**src/rtl/brd_pkg.sv**
```systemverilog
`timescale 1ns / 1ps

package brd_pkg;

  localparam logic       CMD_BEGIN   = 1'b0;
  localparam logic       CMD_BYTE    = 1'b1;
  localparam logic       KIND_RECORD = 1'b0;
  localparam logic       KIND_END    = 1'b1;
  localparam logic [7:0] END_MARK    = 8'hD1;
  localparam logic [7:0] COUNT_MAX   = 8'hFF;
  localparam logic [2:0] SKIP_LEN    = 3'd4;
  localparam logic [2:0] LAST_IDX    = 3'd7;
  localparam int         STORE_DEPTH = 7;

  typedef enum logic [2:0] {
    PH_IDLE   = 3'd0,
    PH_HEADER = 3'd1,
    PH_START  = 3'd2,
    PH_BODY   = 3'd3,
    PH_CHECK  = 3'd4,
    PH_DONE   = 3'd5
  } phase_t;

  typedef struct packed {
    logic       cmd;
    logic [7:0] rx_byte;
  } in_t;

  typedef struct packed {
    logic       kind;
    logic [7:0] year;
    logic [7:0] month;
    logic [7:0] day;
    logic [7:0] hour;
    logic [7:0] minute;
    logic [7:0] systolic;
    logic [7:0] diastolic;
    logic [7:0] pulse_rate;
    logic [7:0] record_count;
  } out_t;

  typedef struct packed {
    logic valid;
    out_t data;
  } res_t;

  // Swap the nibbles and invert every bit.
  function automatic logic [7:0] decode_byte(input logic [7:0] b);
    decode_byte = ~{b[3:0], b[7:4]};
  endfunction

endpackage

```
**src/rtl/bp_record_deframer_top.sv**
```systemverilog
`timescale 1ns / 1ps
// The completing byte goes into the input register; its result is then registered.
// Throughput: one request per cycle while the result side keeps taking results.
// The input register and the result register each hold one request, so one request
// can be taken while a finished result waits.
// Reset (rst_n, synchronous, active low) returns to idle and clears the record count.

module bp_record_deframer_top (
  input  logic          clk,
  input  logic          rst_n,
  input  logic          in_valid,
  output logic          in_ready,
  input  brd_pkg::in_t  in_data,
  output logic          out_valid,
  input  logic          out_ready,
  output brd_pkg::out_t out_data
);

  logic          advance;
  logic          item_valid;
  logic          fire;
  brd_pkg::in_t  item;
  brd_pkg::res_t res;

  assign fire = item_valid && advance;

  brd_in_stage u_in_stage (
    .clk        (clk),
    .rst_n      (rst_n),
    .in_valid   (in_valid),
    .in_ready   (in_ready),
    .in_data    (in_data),
    .advance    (advance),
    .item_valid (item_valid),
    .item       (item)
  );

  brd_deframe u_deframe (
    .clk   (clk),
    .rst_n (rst_n),
    .fire  (fire),
    .item  (item),
    .res   (res)
  );

  brd_out_stage u_out_stage (
    .clk       (clk),
    .rst_n     (rst_n),
    .fire      (fire),
    .res       (res),
    .advance   (advance),
    .out_valid (out_valid),
    .out_ready (out_ready),
    .out_data  (out_data)
  );

endmodule

```
**src/rtl/brd_in_stage.sv**
```systemverilog
`timescale 1ns / 1ps

module brd_in_stage (
  input  logic         clk,
  input  logic         rst_n,
  input  logic         in_valid,
  output logic         in_ready,
  input  brd_pkg::in_t in_data,
  input  logic         advance,
  output logic         item_valid,
  output brd_pkg::in_t item
);

  logic         valid_r;
  logic         valid_nxt;
  brd_pkg::in_t data_r;

  assign in_ready   = !valid_r || advance;
  assign item_valid = valid_r;
  assign item       = data_r;

  always_comb begin
    valid_nxt = valid_r;
    if (in_ready) begin
      valid_nxt = in_valid;
    end
  end

  always_ff @(posedge clk) begin
    if (!rst_n) begin
      valid_r <= 1'b0;
    end else begin
      valid_r <= valid_nxt;
    end
  end

  always_ff @(posedge clk) begin
    if (in_valid && in_ready) begin
      data_r <= in_data;
    end
  end

endmodule

```
**src/rtl/brd_deframe.sv**
```systemverilog
`timescale 1ns / 1ps

module brd_deframe (
  input  logic          clk,
  input  logic          rst_n,
  input  logic          fire,
  input  brd_pkg::in_t  item,
  output brd_pkg::res_t res
);

  brd_pkg::phase_t phase_r;
  brd_pkg::phase_t phase_nxt;
  logic [2:0]      idx_r;
  logic [2:0]      idx_nxt;
  logic            first_r;
  logic            first_nxt;
  logic [7:0]      count_r;
  logic [7:0]      count_nxt;
  logic [7:0]      count_inc;
  logic [7:0]      store_r [brd_pkg::STORE_DEPTH];
  logic            wr_en;
  logic [2:0]      wr_idx;
  logic [7:0]      decoded;
  logic [2:0]      idx_step;
  logic            is_end;

  assign decoded   = brd_pkg::decode_byte(item.rx_byte);
  assign idx_step  = idx_r + 3'd1;
  assign count_inc = (count_r != brd_pkg::COUNT_MAX) ? count_r + 8'd1 : count_r;
  assign is_end    = !first_r && (item.rx_byte == brd_pkg::END_MARK);

  always_comb begin
    phase_nxt = phase_r;
    idx_nxt   = idx_r;
    first_nxt = first_r;
    count_nxt = count_r;
    wr_en     = 1'b0;
    wr_idx    = idx_r;
    if (item.cmd == brd_pkg::CMD_BEGIN) begin
      phase_nxt = brd_pkg::PH_HEADER;
      idx_nxt   = 3'd0;
      first_nxt = 1'b1;
    end else begin
      case (phase_r)
        brd_pkg::PH_HEADER, brd_pkg::PH_CHECK: begin
          if (idx_step >= brd_pkg::SKIP_LEN) begin
            idx_nxt   = 3'd0;
            phase_nxt = brd_pkg::PH_START;
          end else begin
            idx_nxt = idx_step;
          end
        end
        brd_pkg::PH_START: begin
          if (is_end) begin
            phase_nxt = brd_pkg::PH_DONE;
            idx_nxt   = 3'd0;
          end else begin
            wr_en     = 1'b1;
            wr_idx    = 3'd0;
            idx_nxt   = 3'd1;
            phase_nxt = brd_pkg::PH_BODY;
          end
        end
        brd_pkg::PH_BODY: begin
          if (idx_r < brd_pkg::LAST_IDX) begin
            wr_en   = 1'b1;
            idx_nxt = idx_step;
          end else begin
            count_nxt = count_inc;
            first_nxt = 1'b0;
            phase_nxt = brd_pkg::PH_CHECK;
            idx_nxt   = 3'd0;
          end
        end
        default: begin
        end
      endcase
    end
  end

  always_comb begin
    res       = '0;
    res.valid = 1'b0;
    if (item.cmd == brd_pkg::CMD_BYTE) begin
      case (phase_r)
        brd_pkg::PH_START: begin
          if (is_end) begin
            res.valid             = 1'b1;
            res.data.kind         = brd_pkg::KIND_END;
            res.data.record_count = count_r;
          end
        end
        brd_pkg::PH_BODY: begin
          if (idx_r == brd_pkg::LAST_IDX) begin
            res.valid             = 1'b1;
            res.data.kind         = brd_pkg::KIND_RECORD;
            res.data.year         = store_r[0];
            res.data.month        = store_r[1];
            res.data.day          = store_r[2];
            res.data.hour         = store_r[3];
            res.data.minute       = store_r[4];
            res.data.systolic     = store_r[5];
            res.data.diastolic    = store_r[6];
            res.data.pulse_rate   = decoded;
            res.data.record_count = count_inc;
          end
        end
        default: begin
        end
      endcase
    end
  end

  always_ff @(posedge clk) begin
    if (!rst_n) begin
      phase_r <= brd_pkg::PH_IDLE;
      idx_r   <= 3'd0;
      first_r <= 1'b1;
      count_r <= 8'd0;
    end else if (fire) begin
      phase_r <= phase_nxt;
      idx_r   <= idx_nxt;
      first_r <= first_nxt;
      count_r <= count_nxt;
    end
  end

  always_ff @(posedge clk) begin
    if (fire && wr_en) begin
      store_r[wr_idx] <= decoded;
    end
  end

  a_count_monotonic: assert property (@(posedge clk) disable iff (!rst_n)
    $past(rst_n) |-> count_r >= $past(count_r))
    else $error("record count decreased");

  a_record_count_nonzero: assert property (@(posedge clk) disable iff (!rst_n)
    res.valid && res.data.kind == brd_pkg::KIND_RECORD |-> res.data.record_count != 8'd0)
    else $error("record delivered with zero count");

  a_end_goes_done: assert property (@(posedge clk) disable iff (!rst_n)
    fire && res.valid && res.data.kind == brd_pkg::KIND_END
      |=> phase_r == brd_pkg::PH_DONE)
    else $error("end marker did not close the list");

  a_first_clears: assert property (@(posedge clk) disable iff (!rst_n)
    fire && res.valid && res.data.kind == brd_pkg::KIND_RECORD |=> !first_r)
    else $error("first record flag kept after a record");

endmodule

```
**src/rtl/brd_out_stage.sv**
```systemverilog
`timescale 1ns / 1ps

module brd_out_stage (
  input  logic          clk,
  input  logic          rst_n,
  input  logic          fire,
  input  brd_pkg::res_t res,
  output logic          advance,
  output logic          out_valid,
  input  logic          out_ready,
  output brd_pkg::out_t out_data
);

  logic          valid_r;
  logic          valid_nxt;
  brd_pkg::out_t data_r;

  assign advance   = !valid_r || out_ready;
  assign out_valid = valid_r;
  assign out_data  = data_r;

  always_comb begin
    valid_nxt = valid_r;
    if (advance) begin
      valid_nxt = fire && res.valid;
    end
  end

  always_ff @(posedge clk) begin
    if (!rst_n) begin
      valid_r <= 1'b0;
    end else begin
      valid_r <= valid_nxt;
    end
  end

  always_ff @(posedge clk) begin
    if (fire && res.valid) begin
      data_r <= res.data;
    end
  end

endmodule
```
**config.mk**
```make
export PLATFORM = sky130hd
export DESIGN_NAME = bp_record_deframer_top
export DESIGN_NICKNAME = d
export VERILOG_FILES = /design/src/rtl/brd_pkg.sv /design/src/rtl/bp_record_deframer_top.sv /design/src/rtl/brd_in_stage.sv /design/src/rtl/brd_deframe.sv /design/src/rtl/brd_out_stage.sv
export SDC_FILE = /design/constraint.sdc
export NUM_CORES = 1
export LEC_CHECK = 0
export ABC_AREA = 0
export BUFFER_PORTS_ARGS = -buffer_cell sky130_fd_sc_hd__buf_2
export CORE_AREA = 2 2 166 127
export CTS_BUF_LIST = sky130_fd_sc_hd__clkbuf_4
export DETAILED_ROUTE_END_ITERATION = 12
export DIE_AREA = 0 0 168 129
export GPL_TIMING_DRIVEN = 0
export SLEW_MARGIN = 25
export SYNTH_ARGS = -nofsm -noshare
export SYNTH_HDL_FRONTEND = slang
export SYNTH_SLANG_ARGS = --single-unit
```
**constraint.sdc**
```tcl
create_clock -name clk -period 12.1 [get_ports clk]
set_clock_uncertainty 0.2 [all_clocks]
set_input_delay 3.025 -clock clk [delete_from_list [all_inputs] [get_ports clk]]
set_output_delay 3.025 -clock clk [all_outputs]
set_load 0.02 [all_outputs]
```
# Word-level counts from Yosys, hierarchy flattened
# Memories as Yosys holds them, arrays and structs flattened.
# Index checks and enable logic that the tools add are counted.
# W data, S select, Z words.
# classes
n_addsub	2
order_cmp	2
n_eq_ne	12
mux	30
bitwise	2
reduce_logical	16
# op_table
cell	count
$mux W74	2
$mux W64	1
$mux W3	10
$pmux W3 S3	2
$mux W8	2
$pmux W8 S2	1
$mux W1	9
$add A8 B1 Y8 const B	1
$eq A8 B8 Y1 const B	1
$ne A8 B8 Y1 const B	1
$not A8 Y8	1
$reduce_and A4 Y1	2
$eq A3 B2 Y1 const B	2
$eq A3 B3 Y1 const B	2
$reduce_and A3 Y1	2
$logic_and A1 B1 Y1	5
$ne A4 B1 Y1 const B	1
$pmux W2 S2	1
$add A3 B1 Y3 const B	1
$eq A3 B1 Y1 const B	1
$ge A3 B3 Y1 const B	1
$logic_not A1 Y1	3
$lt A3 B3 Y1 const B	1
$ne A3 B2 Y1 const B	1
9 further kinds	10
# word_totals
reg_bits	99
ramBits	56
input_bits	13
out_inout_bits	75
word_cells	83
n_memories	1
# memory_table
memory	depth	width	rd	rd_clocked_by_memory_dff	write_ports	line_no	text
u_deframe.store_r	7	8	7	0	1	brd_deframe.sv:20	logic [7:0] store_r [brd_pkg::STORE_DEPTH];

# Longest topological paths before layout
# depth
ltp_word	8
depth_mapped	7
mapped_depth_nobuf	6

# By module
# A second synthesis with hierarchy kept.
# hier_totals
hier_cells	407
area_unflattened_um2	5978.2
# modules_own_cells
mod	instances	cells_per_inst	area_each_um2	seq_area_each_um2
brd_deframe	1	314	3399.5	1981.9
brd_out_stage	1	78	2244.7	2212.1
brd_in_stage	1	14	327.8	290.3
bp_record_deframer_top	1	1	6.3	0.0

# Least setup slack after synthesis
# No wires, ideal clock.
# synth_timing
path_type	input-to-reg
startpoint	input out_ready
endpoint	register u_out_stage.data_r (netlist bit u_out_stage.out_data[0]), enable pin
setup_ps	609
t_arrival_ps	8864
required_ps	11291
setup_slack_ps	2427
stages	4
path_buffers	1
path_cell_list	nand2b_1 clkbuf_1 nand2_1 nor3b_1
# synth_via
elab_chain_cells	3
# synth_lines
element	line_no	text
start: declaration	bp_record_deframer_top.sv:15	input logic out_ready,
$logic_or A1 B1 Y1	brd_out_stage.sv:18	assign advance = !valid_r || out_ready;
$logic_and A1 B1 Y1	bp_record_deframer_top.sv:25	assign fire = item_valid && advance;
$logic_and A1 B1 Y1	brd_out_stage.sv:38	if (fire && res.valid) begin
end signal: assignment	brd_out_stage.sv:39	data_r <= res.data;
end: declaration	brd_out_stage.sv:16	brd_pkg::out_t data_r;
# No other way between the ends.
# A chain may end at the register's enable or synchronous reset.

# Worst setup path in the final report
# layout_timing
startpoint	input out_ready
endpoint	output in_ready
# layout_via
elab_chain_cells	2
# layout_lines
element	line_no	text
$logic_or A1 B1 Y1	brd_out_stage.sv:18	
$logic_or A1 B1 Y1	brd_in_stage.sv:18	assign in_ready = !valid_r || advance;
end: declaration	bp_record_deframer_top.sv:12	output logic in_ready,
# No other way between the ends.

==> impl_metrics.tcl <==
set metrics [dict create \
    status "finished clean" \
    grt_pass1_wl_mm 19.6 \
    io_pins 88 \
    finalWorstSetupSlack_ns 5.31 \
    tightest_slew_ns 0.874 \
    fillers 1936 \
    fin_crit_sh 0.562 \
    wire_per_inst_um 16.4 \
    fin_util 0.354 \
    max_stage_delay_ns 0.19 \
    cts.sinks 155 \
    hold_violations 0 \
    die_area_um2 21700 \
    p_int_mw 0.718 \
    synth_async_sr_flop_share 0 \
    cpMostUsedCell "buf_2" \
    clkPwrFrac 0.353 \
    r2r_cells 9 \
    holdPathEnd "u_out_stage.out_data[39]$_SDFFCE_PN0P_" \
    nNetsFinal 526 \
    synth_top_cell_area_share 0.701 \
    pre_cts_ws_ns 5.31 \
    fp.coreArea_um2 20000 \
    cts_setup_buffers 0 \
    cts_htree_levels 4 \
    regArea_um2 4480 \
    drtIter0Drc 281 \
    initial_core_util 0.296 \
    synth_cells 397 \
    hp-start "u_deframe.store_r[4][7]$_DFFE_PP_" \
    drv_cap 0 \
    ir_worst_vdd_mv 0.0609 \
    synth_seq_area_share 0.758 \
    syn2layout_area_growth_pct 19.6 \
    layoutNonFillerInstCount 782 \
    reg2reg_from "u_deframe.idx_r[1]$_SDFFE_PN0P_" \
    p_leak_nw 2.78 \
    path_cells "buf_2 > nor2b_1 > nand2_1 > buf_2" \
    final_antenna_net_count 0 \
    cts_buffers 17 \
    dp.final_hpwl_mm 9.13 \
    track_usage 0.123 \
    setup_viol 0 \
    cp.arrival_ns 3.57 \
    rsz0062_at_grt "no" \
    period_needed_ns 6.79 \
    grt.overflow.total 0 \
    p_comb_frac 0.022 \
    max_freq_mhz 147 \
    reg2reg_slack_ns 8.71 \
    seqPwrFrac 0.625 \
    ys_top_cells_by_count "138 x edfxtp_1, 61 x and2_1, 18 x a21oi_1, 18 x nor2_1" \
    synth_area_leaders "edfxtp_1 70%, and2_1 6.5%, dfxtp_1 5.8%" \
    insertion_delay_ns 0.54 \
    cp_data_required_time_ns 8.88 \
    cts_tree "done" \
    syn_avg_cell_area_um2 14.9 \
    wl_mm 12.8 \
    ys_types 45 \
    critPathKind "in -> out" \
    vias 3594 \
    drv_slew 0 \
    ys.flop_type "edfxtp_1" \
    yosysWarnings 0 \
    clk_path_buf_depth 2 \
    multiInputGateArea_um2 1320 \
    hold_depth 1 \
    vias_per_cell 4.60 \
    dr.pass1.iters 4 \
    io_buffers 87 \
    synth_fp_nets 413 \
    drc 0 \
    synth_top_area_cell "edfxtp_1" \
    slew-limit-headroom 0.415 \
    power_mw 0.936 \
    startpoint_type "input port" \
    critPathTopFamily "buffers and inverters" \
    place_congestion 0.861 \
    path_buf_inv 2 \
    grt_pass1_vias 3474 \
    swShare 0.233 \
    reg2reg_to "u_out_stage.out_data[41]$_SDFFCE_PN0P_" \
    cts_resized 0 \
    critPathCaptureType "output port" \
    ctsHoldBuffers 0 \
    die_h_um 129 \
    cp_max_fo 2 \
    die_w_um 168 \
    synth_most_common_cell "edfxtp_1" \
    p_sw_mw 0.218 \
    ys_ff_latch 155 \
    power_density_nw_per_um2 132 \
    layout-drive-gt1-share 0.272 \
    path_clk_slew_ns 0.14 \
    dp.cells 749 \
    slowest_stage "buf_2" \
    root_buffer "clkbuf_4" \
    hold_class "reg -> reg" \
    syn_area_um2 5910 \
    grt_max_degree 17 \
    rows 45 \
    synth-edff-count 138 \
    antenna_found_initial 1 \
]
-- worst reg2reg max path, cell delays in order (launching register included) --
cell and delay, ns:
dfxtp_1 0.52, ha_1 0.29, ha_1 0.18, and3_1 0.18, buf_2 0.23, nor2_1 0.10
nor3b_2 0.67, buf_4 0.32, buf_4 0.22, buf_4 0.20
-- power groups by stage --
stage / Combinational (mW) / Sequential (mW) / Clock (mW)
after floorplan: 0.0102 / 0.596 / 0
after global placement: 0.0196 / 0.597 / 0
after detailed placement: 0.0206 / 0.597 / 0
after CTS: 0.0207 / 0.585 / 0.342
after global routing: 0.0220 / 0.586 / 0.362
final: 0.0204 / 0.585 / 0.331
-- per-layer routing --
| layer | wire (µm) | share of wire | track usage |
|---|---|---|---|
| met5 | 0 | 0 | 0 |
| met4 | 184 | 0.014 | 0.0445 |
| met3 | 822 | 0.064 | 0.0348 |
| met2 | 5810 | 0.45 | 0.186 |
| met1 | 6030 | 0.47 | 0.170 |
-- flip-flops by register name, indices dropped and copies added, names as in the netlist --
signal	cells
u_deframe.store_r	56
u_deframe.count_r	8
u_deframe.idx_r	3
u_deframe.first_r	1
u_in_stage.item	9
u_in_stage.item_valid	1
u_deframe.phase_r	3
u_out_stage.out_data	73
u_out_stage.out_valid	1
-- cell type report --
class / count / area share
well taps: 258 / 0.0457
inverters: 10 / 0.00531
multi-input cells: 213 / 0.187
clock buffers: 17 / 0.0180
repair buffers: 94 / 0.0695
flip-flops and latches: 155 / 0.634
plain buffers: 19 / 0.0138
diodes: 1 / 0.000354
clock inverters: 15 / 0.0258
-- kinds of logic (layout without fill, tap and decap cells) --
kind of cell / count (synthesis) / after routing / synth area share
flops: 155 / 155 / 0.758
fa+ha+maj: 3 / 3 / 0.00635
compound gates: 52 / 52 / 0.0548
xor+xnor: 1 / 1 / 0.00148
other cells: 0 / 1 / 0
simple gates: 157 / 157 / 0.156
buf+inv: 29 / 155 / 0.0229
-- worst max path at each step --
stage	startpoint	depth (start not counted)	endpoint	slack [ns]
floorplan	out_ready	4	u_out_stage.out_data[0]$_SDFFCE_PN0P_	2.43
global placement	out_ready	5	u_out_stage.out_data[19]$_SDFFCE_PN0P_	-0.02
detailed placement	out_ready	4	in_ready	5.31
CTS	out_ready	4	in_ready	5.31
global route	out_ready	4	in_ready	5.27
finish	out_ready	4	in_ready	5.31
-- metrics by stage --
| step | hold slack, ns | setup TNS, ns | instance area (µm²) |
|---|---|---|---|
| after floorplan | 0.271 | 0 | 5910 |
| after global routing | 0.341 | 0 | 7070 |
| after CTS | 0.324 | 0 | 7060 |
| after global placement | 0.304 | -1.05 | 6670 |
| final | 0.325 | 0 | 7070 |
| after detailed placement | 0.301 | 0 | 6750 |
-- layout by cell type (no fill, tap or decap), types with 3 or more instances in the layout --
cell	Yosys	final
buf_6	3	4
clkbuf_4	0	17
nand2_1	17	17
ha_1	3	3
inv_8	0	3
buf_4	0	6
nand3_1	13	13
and4_1	4	4
or3_1	5	5
and2_1	61	61
nor3_2	0	4
nor2b_1	3	3
a21oi_1	18	18
inv_6	0	4
a311oi_1	3	3
and3_1	5	5
o211ai_1	3	3
inv_1	10	10
edfxtp_1	138	138
nor2_1	18	18
nand4_1	8	8
clkbuf_1	13	13
dfxtp_1	17	17
buf_2	3	90
nand2b_1	4	4
o21ai_0	12	12
Power figures use the tool's default switching activity.
